`src/design/bvs_pkg.sv`:
```
// Shared types, widths and helpers for the bounded value stepper.
// Used by the front, queue, back end and top level; no dependencies.
package bvs_pkg;

	localparam int VAL_W   = 33;
	localparam int DELTA_W = 8;
	localparam int PROD_W  = 41;
	localparam int SUM_W   = 42;
	localparam int RANGE_W = 34;
	localparam int DIV_W   = 32;
	localparam int NUM_W   = 41;

	typedef enum logic [2:0] {
		TYPE_NONE = 3'd0,
		TYPE_FLAG = 3'd1,
		TYPE_U8   = 3'd2,
		TYPE_U16  = 3'd3,
		TYPE_U32  = 3'd4,
		TYPE_I8   = 3'd5,
		TYPE_I16  = 3'd6,
		TYPE_I32  = 3'd7
	} vtype_t;

	typedef enum logic [1:0] {
		MODE_CLAMP = 2'd0,
		MODE_JUMP  = 2'd1,
		MODE_WRAP  = 2'd2
	} lmode_t;

	typedef enum logic [1:0] {
		CLS_ECHO = 2'd0,
		CLS_BOOL = 2'd1,
		CLS_NUM  = 2'd2
	} cls_t;

	typedef enum logic [2:0] {
		KIND_ECHO = 3'd0,
		KIND_BOOL = 3'd1,
		KIND_FIX  = 3'd2,
		KIND_ADD  = 3'd3,
		KIND_SUB  = 3'd4
	} kind_t;

	// One classified request as it waits between front and back end.
	typedef struct packed {
		vtype_t              vtype;
		cls_t                cls;
		lmode_t              mode;
		logic [VAL_W-1:0]    cur;
		logic [VAL_W-1:0]    v;
		logic [VAL_W-1:0]    s;
		logic [DELTA_W-1:0]  d;
		logic [VAL_W-1:0]    lo;
		logic [VAL_W-1:0]    hi;
	} item_t;

	// Front to queue write port.
	typedef struct packed {
		logic  wr;
		item_t item;
	} qwrite_t;

	// Keeps the low bits of x for the type's width, then sign- or zero-extends.
	function automatic logic [VAL_W-1:0] fit_to_type(vtype_t t, logic [DIV_W-1:0] x);
		logic [VAL_W-1:0] r;
		case (t)
			TYPE_FLAG: r = {{(VAL_W-1){1'b0}}, x[0]};
			TYPE_U8:   r = {{(VAL_W-8){1'b0}}, x[7:0]};
			TYPE_U16:  r = {{(VAL_W-16){1'b0}}, x[15:0]};
			TYPE_U32:  r = {1'b0, x};
			TYPE_I8:   r = {{(VAL_W-8){x[7]}}, x[7:0]};
			TYPE_I16:  r = {{(VAL_W-16){x[15]}}, x[15:0]};
			TYPE_I32:  r = {x[31], x};
			default:   r = '0;
		endcase
		return r;
	endfunction

endpackage

```
`src/design/bvs_front.sv`:
```
// Front end: takes requests, cuts the operands to the value type and classifies them.
// Depends on bvs_pkg; writes into bvs_queue.
module bvs_front (
	input  logic                       start,
	input  logic                       full,
	input  logic [2:0]                 value_type,
	input  logic [bvs_pkg::VAL_W-1:0]  current_value,
	input  logic [bvs_pkg::VAL_W-1:0]  step_size,
	input  logic [bvs_pkg::DELTA_W-1:0] delta,
	input  logic [bvs_pkg::VAL_W-1:0]  low_bound,
	input  logic [bvs_pkg::VAL_W-1:0]  high_bound,
	input  logic [1:0]                 limit_mode,
	output bvs_pkg::qwrite_t           qw
);
	import bvs_pkg::*;

	vtype_t t;

	always_comb begin
		t = vtype_t'(value_type);
		qw.wr         = start && !full;
		qw.item.vtype = t;
		qw.item.cur   = current_value;
		qw.item.v     = fit_to_type(t, current_value[DIV_W-1:0]);
		qw.item.s     = fit_to_type(t, step_size[DIV_W-1:0]);
		qw.item.d     = delta;
		qw.item.lo    = fit_to_type(t, low_bound[DIV_W-1:0]);
		qw.item.hi    = fit_to_type(t, high_bound[DIV_W-1:0]);
		case (limit_mode)
			MODE_CLAMP: qw.item.mode = MODE_CLAMP;
			MODE_JUMP:  qw.item.mode = MODE_JUMP;
			default:    qw.item.mode = MODE_WRAP;
		endcase
		case (t)
			TYPE_NONE: qw.item.cls = CLS_ECHO;
			TYPE_FLAG: qw.item.cls = CLS_BOOL;
			default:   qw.item.cls = CLS_NUM;
		endcase
	end

endmodule

```
`config.mk`:
```
export PLATFORM = sky130hd
export DESIGN_NAME = bvs_front
export DESIGN_NICKNAME = d
export VERILOG_FILES = /design/src/design/bvs_pkg.sv /design/src/design/bvs_front.sv
export SDC_FILE = /design/constraint.sdc
export NUM_CORES = 1
export LEC_CHECK = 0
export ABC_AREA = 1
export ABC_CLOCK_PERIOD_IN_PS = 1790
export BUFFER_PORTS_ARGS = -buffer_cell sky130_fd_sc_hd__buf_4
export CAP_MARGIN = 10
export CORE_AREA = 2 2 128 130
export DETAILED_ROUTE_END_ITERATION = 6
export DIE_AREA = 0 0 130 132
export GPL_ROUTABILITY_DRIVEN = 0
export GPL_TIMING_DRIVEN = 0
export PLACE_DENSITY = 0.46
export SYNTH_ARGS = -nofsm -noshare
export SYNTH_HDL_FRONTEND = slang
export SYNTH_SLANG_ARGS = --single-unit
```
`constraint.sdc`:
```
create_clock -name vclk -period 1.79
set_clock_uncertainty 0.1 [all_clocks]
set_input_delay 0.179 -clock vclk [all_inputs]
set_output_delay 0.179 -clock vclk [all_outputs]
set_load 0.03 [all_outputs]
```
# Word level (Yosys, flattened, before mapping)
# Index checks and enable logic that the tools add are counted.
[totals]
latch_bits = 0
ramBits = 0
memories = 0
rom_bits = 0
regBits = 0
inputBits = 147
[op_classes]
add_sub_neg = 0
n_div = 0
n_mux = 6
eq_ne = 8
order_cmp = 0
n_reduce_logical = 4
bitwise_logic = 0
mul = 0
n_shift = 0
[ops]
columns = ["operator", "n"]
rows = [
  ["one-hot mux 33 bit (7 select lines)", 4],
  ["== test 3 bit, second input constant", 4],
  ["one-hot mux 2 bit (2 select lines)", 2],
  ["== test 3 x 2 -> 1 bit, second input constant", 2],
  ["== test 3 x 1 -> 1 bit, second input constant", 1],
  ["logical NOT 3 bit", 1],
  ["== test 2 x 1 -> 1 bit, second input constant", 1],
  ["logical NOT 2 bit", 1],
  ["logical AND 1 bit", 1],
  ["logical NOT 1 bit", 1],
]

# Logic depth before layout (Yosys ltp)
[logic_depth]
ltp_word = 2
mapped_depth = 7
mapped_depth_nobuf = 5

# Worst setup path before layout
# Ideal clock, no wire load.
[synth_timing]
kind = "input port to output port"
from = "input port value_type[2]"
to = "output port qw[111] in the netlist's numbering"
arrival_time_ns = 1.227
setup_slack_ns = 0.284
cell_stages = 6
required_ns = 1.511
cell_sequence = "buf_6 > inv_2 > nand2_2 > inv_2 > buf_6 > nor2_1"
[synth_lines]
columns = ["element", "line_no", "source"]
rows = [
  ["start: declaration", "bvs_front.sv:6", "input logic [2:0] value_type,"],
  ["end: declaration", "bvs_front.sv:13", "output bvs_pkg::qwrite_t qw"],
]

==> results.md <==
* Post-detailed-route wirelength per cell at 12.1 um
* Area of the multi-input gates at 1110 um^2
* Synthesized area divided by synthesized cell count at 4.96 um^2
* Min cycle time layout at 1.62 ns
* Setup violation total in the final timing report at 0
* DRC violation count after routing at 0
* Net load switching power at 1020 uW
* RSZ-0062 raised after global routing: false
* Layout fillers at 1,782
* Post-CTS Setup Repair Bufs at 0
* Post-route core utilization at 0.282
* Crit path largest cell delay at 0.25 ns
* Crit. End Element: output port
* First-pass GRT wire length at 15,500 um
* Worst path required time at 1.51 ns
* Number of antenna violations at the first check in global routing at 0
* Worst hold margin at 0.474 ns
* Setup crit start: value_type[2]
* Grt ovf at 0
* Overall die width at 130 um
* Overall global routing resource usage at 0.112
* Final hold violations at 0
* Buffers on Ports at 315
* 1st-iter DRT viols at 62
* Final total negative setup slack at 0 ns
* Cell Count Post-Placement at 893
* Area of the die at 17,200 um^2
* Top Ports at 328
* Via density per instance at 3.55
* Unique masters post-synth at 18
* Sw Share at 0.586
* Net Count, Synth at 509
* Cell type of the slowest stage on the worst timing path: buf_2
* Combined area of all synthesized cells at 1790 um^2
* Total Routed Length at 10,800 um
* Logic depth of the worst path, buffers included at 8
* Critical Path Fanout Max at 10
* Gate count of the mapped netlist at 362
* Effective utilization at floorplan at 0.114
* Type of the most critical hold path: input pin to output port
* Inserted Diodes at 0
* Die height at 132 um
* Tightest slew margin relative to the limit at 0.804
* Launching element type of the critical path: input pin
* Internal power consumption at 718 uW
* Number of rows created at floorplan at 46
* Sequential share of the synthesized area at 0
* Sum of net half-perimeters after detailed placement at 9390 um
* Final Instance Count excl. Fillers at 893
* Buffering stage count on the worst path with inverters included at 5
* Final net count at 826
* Via count of the routed design at 3,166
* CTS-repair resized insts at 0
* Sequential Power Share at 0
* Leakage power at 0.00294 uW
* Number of global-route vias before repair at 2,944
* Count of warnings emitted by yosys at 0
* Worst setup path endpoint: qw[87]
* Maxcap violations at 0
* Clock buffer instance count of the final layout at 0
* Final-report max-slew violation count at 0
* CP arrival at 1.34 ns
* Ordered cell list for the critical path: buf_4 -> buf_6 -> inv_2 -> nor2_4 -> buf_2 -> o21ai_0 -> nand2_1 -> buf_4
* Fraction of the cycle the final worst path needs at 0.904
* Status: finished clean
* Number of hold-repair buffers added at the cts stage at 0
* Remaining number of nets flagged by the antenna check after routing at 0
* Detailed-routing iteration count for the pre-antenna-repair pass at 4
* Critical path's most frequent cell: buf_4
* Combinational share of power at 1.000
* Critical path class: input pin to output port
* Seq. cell area at 0 um^2
* Largest net degree at the start of global routing at 11
* Layout overhead on the synthesized area at 147%
* Worst Max-Slew Pin Slew at 0.293 ns
* Floorplan core area at 15,700 um^2
* P per Cell Area at 392 nW/um^2
* Upper clock frequency limit at 618 MHz
* FF+latch count at 0
* Share of power burned in the clock network at 0
* Peak supply drop at 0.130 mV
* Delay-heaviest family, CP: buffers and inverters
* Share of post-route cells with drive strength above 1 at 0.588
layout make-up:
cell class                      count  area share
Timing Repair Buffer              315       0.534
Multi-Input combinational cell    255       0.252
Buffer                             63       0.116
Tap cell                          216      0.0610
Inverter                           44      0.0379
stage by stage:
| stage | instance area (um^2) | total power, uW | setup WS (ns) |
|---|---|---|---|
| global placement | 4430 | 1750 | 0.144 |
| CTS | 4430 | 1750 | 0.136 |
| floorplan | 1790 | 970 | 0.284 |
| finish | 4430 | 1730 | 0.172 |
| detailed placement | 4430 | 1750 | 0.141 |
| global route | 4430 | 1840 | 0.0185 |
metal layers:
| layer | track usage | share of wire | vias to the layer above |
|---|---|---|---|
| li1 | - | - | 1663 |
| met1 | 0.124 | 0.38 | 1316 |
| met2 | 0.233 | 0.53 | 185 |
| met3 | 0.0110 | 0.088 | 2 |
| met4 | 0.00239 | 0.0025 | 0 |
| met5 | 0 | 0 | - |
cell usage after synthesis (all sizes together):
| library cell | n | area share |
|---|---|---|
| nand2 | 180 | 0.39 |
| inv | 44 | 0.093 |
| nor2 | 37 | 0.082 |
| clkbuf | 3 | 0.0077 |
| nand4 | 8 | 0.061 |
| nand3 | 2 | 0.011 |
| o21ai | 28 | 0.078 |
| buf | 60 | 0.28 |
power groups by stage:
stage / Combinational (uW) / Clock (uW) / Sequential [uW]
2_1_floorplan: 970 / 0 / 0
3_3_place_gp: 1750 / 0 / 0
3_5_place_dp: 1750 / 0 / 0
4_1_cts: 1750 / 0 / 0
5_1_grt: 1840 / 0 / 0
6_report: 1730 / 0 / 0
layout by cell type (no fill, tap or decap):
cell type  netlist  final
buf_4           44    359
nand2_1        173    173
inv_1           37     37
nor2_1          36     36
o21ai_0         26     26
buf_6           14     14
nand2_2          6      6
inv_2            6      6
nand4_4          4      4
nand4_1          4      4
nand3_2          2      2
clkbuf_2         2      2
buf_2            2      2
o21ai_1          2      2
inv_4            1      1
nand2_4          1      1
nor2_4           1      1
clkbuf_1         1      1
how the worst min path moves through the flow:
stage                  start  endpoint  slack (ns)  cells past startpoint
6_report            delta[1]    qw[67]        0.47                      2
5_1_grt             delta[2]    qw[68]        0.48                      2
4_1_cts             delta[5]    qw[71]        0.47                      2
3_5_place_dp        delta[5]    qw[71]        0.48                      2
3_3_place_gp        delta[6]    qw[72]        0.47                      2
2_1_floorplan  limit_mode[1]   qw[173]        0.37                      1
cell families after synthesis:
kind of cell | synth area share
buffers and inverters | 0.379
AOI/OAI and AO/OA | 0.0781
and+or+nand+nor | 0.543
Note: power is estimated with default switching activity, not from simulation.
