===== config.mk =====
export PLATFORM = sky130hd
export DESIGN_NAME = bvs_queue
export DESIGN_NICKNAME = d
export VERILOG_FILES = /design/src/design/bvs_pkg.sv /design/src/design/bvs_queue.sv
export SDC_FILE = /design/constraint.sdc
export NUM_CORES = 1
export LEC_CHECK = 0
export ABC_AREA = 1
export BUFFER_PORTS_ARGS = -buffer_cell sky130_fd_sc_hd__buf_4
export CORE_UTILIZATION = 45
export DETAILED_ROUTE_END_ITERATION = 8
export GPL_TIMING_DRIVEN = 0
export PLACE_DENSITY_LB_ADDON = 0.2
export SLEW_MARGIN = 20
export SYNTH_ARGS = -nofsm -noshare
export SYNTH_HDL_FRONTEND = slang
export SYNTH_SLANG_ARGS = --single-unit

===== constraint.sdc =====
create_clock -name clk -period 15.7 [get_ports clk]
set_input_delay 4.71 -clock clk [delete_from_list [all_inputs] [get_ports clk]]
set_output_delay 4.71 -clock clk [all_outputs]
set_load 0.1 [all_outputs]

===== src/design/bvs_pkg.sv =====
// Shared types, widths and helpers for the bounded value stepper.
// Used by the front, queue, back end and top level; no dependencies.
package bvs_pkg;

	localparam int VAL_W   = 33;
	localparam int DELTA_W = 8;
	localparam int PROD_W  = 41;
	localparam int SUM_W   = 42;
	localparam int RANGE_W = 34;
	localparam int DIV_W   = 32;
	localparam int NUM_W   = 41;

	typedef enum logic [2:0] {
		TYPE_NONE = 3'd0,
		TYPE_FLAG = 3'd1,
		TYPE_U8   = 3'd2,
		TYPE_U16  = 3'd3,
		TYPE_U32  = 3'd4,
		TYPE_I8   = 3'd5,
		TYPE_I16  = 3'd6,
		TYPE_I32  = 3'd7
	} vtype_t;

	typedef enum logic [1:0] {
		MODE_CLAMP = 2'd0,
		MODE_JUMP  = 2'd1,
		MODE_WRAP  = 2'd2
	} lmode_t;

	typedef enum logic [1:0] {
		CLS_ECHO = 2'd0,
		CLS_BOOL = 2'd1,
		CLS_NUM  = 2'd2
	} cls_t;

	typedef enum logic [2:0] {
		KIND_ECHO = 3'd0,
		KIND_BOOL = 3'd1,
		KIND_FIX  = 3'd2,
		KIND_ADD  = 3'd3,
		KIND_SUB  = 3'd4
	} kind_t;

	// One classified request as it waits between front and back end.
	typedef struct packed {
		vtype_t              vtype;
		cls_t                cls;
		lmode_t              mode;
		logic [VAL_W-1:0]    cur;
		logic [VAL_W-1:0]    v;
		logic [VAL_W-1:0]    s;
		logic [DELTA_W-1:0]  d;
		logic [VAL_W-1:0]    lo;
		logic [VAL_W-1:0]    hi;
	} item_t;

	// Front to queue write port.
	typedef struct packed {
		logic  wr;
		item_t item;
	} qwrite_t;

	// Keeps the low bits of x for the type's width, then sign- or zero-extends.
	function automatic logic [VAL_W-1:0] fit_to_type(vtype_t t, logic [DIV_W-1:0] x);
		logic [VAL_W-1:0] r;
		case (t)
			TYPE_FLAG: r = {{(VAL_W-1){1'b0}}, x[0]};
			TYPE_U8:   r = {{(VAL_W-8){1'b0}}, x[7:0]};
			TYPE_U16:  r = {{(VAL_W-16){1'b0}}, x[15:0]};
			TYPE_U32:  r = {1'b0, x};
			TYPE_I8:   r = {{(VAL_W-8){x[7]}}, x[7:0]};
			TYPE_I16:  r = {{(VAL_W-16){x[15]}}, x[15:0]};
			TYPE_I32:  r = {x[31], x};
			default:   r = '0;
		endcase
		return r;
	endfunction

endpackage


===== src/design/bvs_queue.sv =====
// Short FIFO of classified requests between the front and back end.
// Depends on bvs_pkg for the entry type.
module bvs_queue #(
	parameter int DEPTH = 2
) (
	input  logic             clk,
	input  logic             arst_n,
	input  bvs_pkg::qwrite_t qw,
	input  logic             pop,
	output logic             full,
	output logic             valid,
	output bvs_pkg::item_t   head
);
	import bvs_pkg::*;

	localparam int PTR_W = (DEPTH > 1) ? $clog2(DEPTH) : 1;
	localparam int CNT_W = $clog2(DEPTH + 1);

	item_t             mem_q [DEPTH];
	logic [PTR_W-1:0]  wr_ptr_q, rd_ptr_q;
	logic [CNT_W-1:0]  count_q;
	logic              do_pop;

	assign full   = (count_q == CNT_W'(DEPTH));
	assign valid  = (count_q != '0);
	assign head   = mem_q[rd_ptr_q];
	assign do_pop = pop && valid;

	always_ff @(posedge clk) begin
		if (qw.wr) begin
			mem_q[wr_ptr_q] <= qw.item;
		end
	end

	always_ff @(posedge clk or negedge arst_n) begin
		if (!arst_n) begin
			wr_ptr_q <= '0;
			rd_ptr_q <= '0;
			count_q  <= '0;
		end else begin
			if (qw.wr) begin
				wr_ptr_q <= (wr_ptr_q == PTR_W'(DEPTH - 1)) ? '0 : wr_ptr_q + 1'b1;
			end
			if (do_pop) begin
				rd_ptr_q <= (rd_ptr_q == PTR_W'(DEPTH - 1)) ? '0 : rd_ptr_q + 1'b1;
			end
			case ({qw.wr, do_pop})
				2'b10:   count_q <= count_q + 1'b1;
				2'b01:   count_q <= count_q - 1'b1;
				default: count_q <= count_q;
			endcase
		end
	end

endmodule


== After elaboration in Yosys (flattened, before gate mapping) ==
Memory sizes are Yosys's and may differ from the RTL's.
Index checks and enable logic that the tools add are counted.
Storage, ports and cells
  register bits after elaboration: 4
  memory bits (writable): 360
  input port bits: 184
  output and inout port bits: 182
  logic and storage cells: 19
  memories: 1
Memories
  mem_q: words 2, width 180, read ports 1, clocked after Yosys merged registers in 0, wr ports 1, RTL line bvs_queue.sv:19  | item_t mem_q [DEPTH];
Operators by class
  add/subtract/negate cells: 4
  equal/unequal tests: 3
  muxes and demuxes: 5
  reduce and logical (&&, ||, !) cells: 3
Operators by type and width (count)
  $eq 2x2->1 const B: 2
  $mux 1: 4
  $pmux 2 s2: 1
  $reduce_bool 2->1: 2
  $add 1x1->1 const B: 2
  $add 2x1->2 const B: 1
  $eq 2x1->1 const B: 1
  $sub 2x1->2 const B: 1
  $logic_and 1x1->1: 1

== Depth between registers and ports, before layout ==
  word-level depth: 4
  mapped depth: 10
  depth with buffers taken out: 10

== Worst setup path after synthesis ==
Ideal clock, no wire load.
  path type: input to register
  start: input qw[180] in the netlist's numbering
  end: memory mem_q[0][0] in the netlist's numbering, enable pin
  setup time: 0.728 ns
  data arrival time: 12.304 ns
  data required time: 14.972 ns
  setup slack: 2.668 ns
  stages on the path: 2
  buffers on the path: 0
  path through: inv_1 -> nor2_1
On the way
  longest elaborated chain between the ends: 2
Ends and longest elaborated chain
  start, declared: RTL line bvs_queue.sv:8  | input bvs_pkg::qwrite_t qw,
  $mux 1: RTL line bvs_queue.sv:30  | if (qw.wr) begin
  $mux 1 (not written as such): RTL line bvs_queue.sv:31  | mem_q[wr_ptr_q] <= qw.item;
  end, declared: RTL line bvs_queue.sv:19
No other way between the ends.

==> results by group <==
Routing
  – Vias per cell: 4.728
  – Wirelength, routed: 30500 µm
  – DR iter-0 viols: 464
  – Final ANT Viol Nets: 0
  – DR vias: 8482
  – DR WL/cell: 17.00 µm
  – 1st-pass router iterations: 4
  – Drc violations: 0

CTS
  – CTS tree: built
  – TritonCTS buffer count: 38
  – CTS Hold Bufs: 0
  – Latest clock arrival within the worst-skew pair: 510 ps
  – Post-CTS Setup Inserts: 0
  – Post-cts resize count: 0
  – Sink Count: 364
  – CTS H-tree lvls: 2
  – Clk root buf: clkbuf_16
  – Reg clk slew, reported paths: 60 ps
  – Clk buf depth: 3

Yosys
  – Yosys reg bits: 364
  – Seq/Total Area, Yosys: 0.8226
  – Prevailing post-synth register cell: edfxtp_1
  – Avg Synthesized Cell Area: 13.70 µm²
  – Yosys top cell area share: 0.8150
  – Syn Inst Count: 968
  – Netlist cell types: 14
  – Netlist Area Pre-Place: 0.01326 mm²
  – EDFF count, synth: 360
  – Cell with the most instances after synthesis: nand2_1
  – Synthesized Nets: 1153
  – Synth warnings: 0
  – Cell type with the largest total area after synthesis: edfxtp_1
  – Commonest cells in the netlist: 549 x nand2_1, 360 x edfxtp_1, 20 x buf_2
  – Ys async rst share: 0.01099
  – Largest cells by area after synthesis: edfxtp_1 82%, nand2_1 16%, buf_2 0.75%

Finish
  – Share of cells above drive strength 1: 0.3234
  – Design area: 0.01790 mm²
  – Fin nets: 1568
  – Post-layout util: 0.6203
  – Area grow syn2layout: 34.95%
  – ANT cells: 0

Timing
  – RSZ-0062 raised after global routing: false
  – Final min period: 6974 ps
  – Max-slew headroom: 0.5086
  – Final Hold Viols: 0
  – Final setup fails: 0
  – Worst clock skew: 8.638 ps
  – F_max: 0.1434 GHz
  – Smallest hold slack: 473.7 ps
  – Post-route clock period utilization: 0.4442
  – Setup TNS: 0 ps
  – Actual slew at the worst max-slew pin: 735.3 ps
  – Max Slew Vio Count: 0

Floorplan
  – Die area: 0.03017 mm²
  – Row count: 62
  – Initial core utilization: 0.4596
  – Io pins: 366
  – DIE WIDTH: 173.7 µm
  – Die Y-Extent: 173.7 µm
  – Core area: 0.02886 mm²

Critical path
  – Worst R2R End: mem_q[1][165]$_DFFE_PP_
  – Worst Path Arrival: 2260 ps
  – Worst EP required: 10990 ps
  – CP max stage cell: dfrtp_1
  – Critical path, cell by cell: inv_2, buf_2, buf_2, nand2_1, nand2_1, buf_4
  – Critical Path Fanout Max: 10
  – Crit-path max cell delay: 380 ps
  – Crit end category: primary output
  – Startpoint types: flop
  – RR Startpoint: wr_ptr_q$_DFFE_PN0P_
  – R2R Setup Slk: 13690 ps
  – Critical path type: flop to primary output
  – Reg2Reg Depth: 4

Place
  – DP Area: 0.01674 mm²
  – Port buffer count: 365
  – Placer congestion estimate: 0.7474
  – Post-DP HPWL: 21240 µm

Job
  – Max-cap violation count: 0

Global routing
  – GR Util All Layers: 0.2013
  – First-pass GRT wire length: 46170 µm
  – Total global routing overflow: 0
  – Initial antenna violation count: 1
  – Largest net degree at the start of global routing: 70
  – Number of global-route vias before repair: 8526

Min path
  – Min-Delay Path Class: flop to flop
  – Hold_sp: count_q[1]$_DFFE_PN0P_
  – Hold endpoint: count_q[1]$_DFFE_PN0P_
  – Hold Path Stages: 2

Run status
  – Status: complete, no violations
==> cells by family after synthesis <==
group | synth area share
AND/OR/NAND/NOR | 0.1572
flip-flops | 0.8226
buffers and inverters | 0.01802
XOR/XNOR | 0.001321
adder cells (fa/ha/maj) | 0.0009432
==> layer usage <==
layer,vias up,wire [µm],track usage
met5,-,0,0
met3,67,2958,0.07675
li1,4097,-,-
met1,4003,11500,0.2326
met4,0,1046,0.07749
met2,315,15000,0.3392
==> worst max-delay path, delay by kind of cell, from the launching register on <==
kind / cells / cell delay (ps)
flip-flops: 1 / 380
AND/OR/NAND/NOR: 2 / 190
buffers and inverters: 4 / 1180
==> metrics by stage <==
step	instances	worst slack, ps
3_3_place_gp	1717	-1919
4_1_cts	1794	8648
3_5_place_dp	1727	9203
2_1_floorplan	968	2668
6_report	1794	8726
5_1_grt	1794	8562
==> worst max-delay path by stage <==
stage,startpoint,end,slack [ps]
after floorplan,qw[180],mem_q[0][0]$_DFFE_PP_,2670
after detailed placement,rd_ptr_q$_DFFE_PN0P_,head[146],9200
final,rd_ptr_q$_DFFE_PN0P_,head[142],8730
after global placement,qw[180],mem_q[0][133]$_DFFE_PP_,-1920
after CTS,rd_ptr_q$_DFFE_PN0P_,head[146],8650
after global routing,rd_ptr_q$_DFFE_PN0P_,head[80],8560
==> layout make-up <==
cell class	instances	area (µm²)
tap	384	480.5
buffer	39	209.0
sequential	364	10910
timing repair buffer	375	2985
inverter	8	37.54
multi-input combinational	557	2122
clock buffer	54	1032
fill	2254	10960
clock inverter	13	122.6
==> cells in the final DEF (no fill, tap or decap) <==
master	Yosys	final
buf_12	0	4
buf_16	0	6
buf_2	20	20
buf_4	10	375
bufinv_16	0	2
clkbuf_1	9	24
clkbuf_16	0	39
clkinv_1	0	4
clkinv_2	0	3
clkinv_4	0	1
clkinvlp_4	0	2
dfrtp_1	4	4
edfxtp_1	360	360
ha_1	1	1
inv_1	7	6
inv_2	1	1
inv_6	0	1
inv_8	0	1
nand2_1	549	549
nand3_1	2	2
nand4_1	1	1
nor2_1	2	1
nor2_4	0	1
xnor2_1	1	1
xor2_1	1	1
==> sequential cells by signal, summed over array words and instances (netlist names) <==
signal    count
mem_q       360
count_q       2
rd_ptr_q      1
wr_ptr_q      1
Power is not shown: default switching activity piles up to over one toggle a cycle in this logic, so the estimate is an artifact.
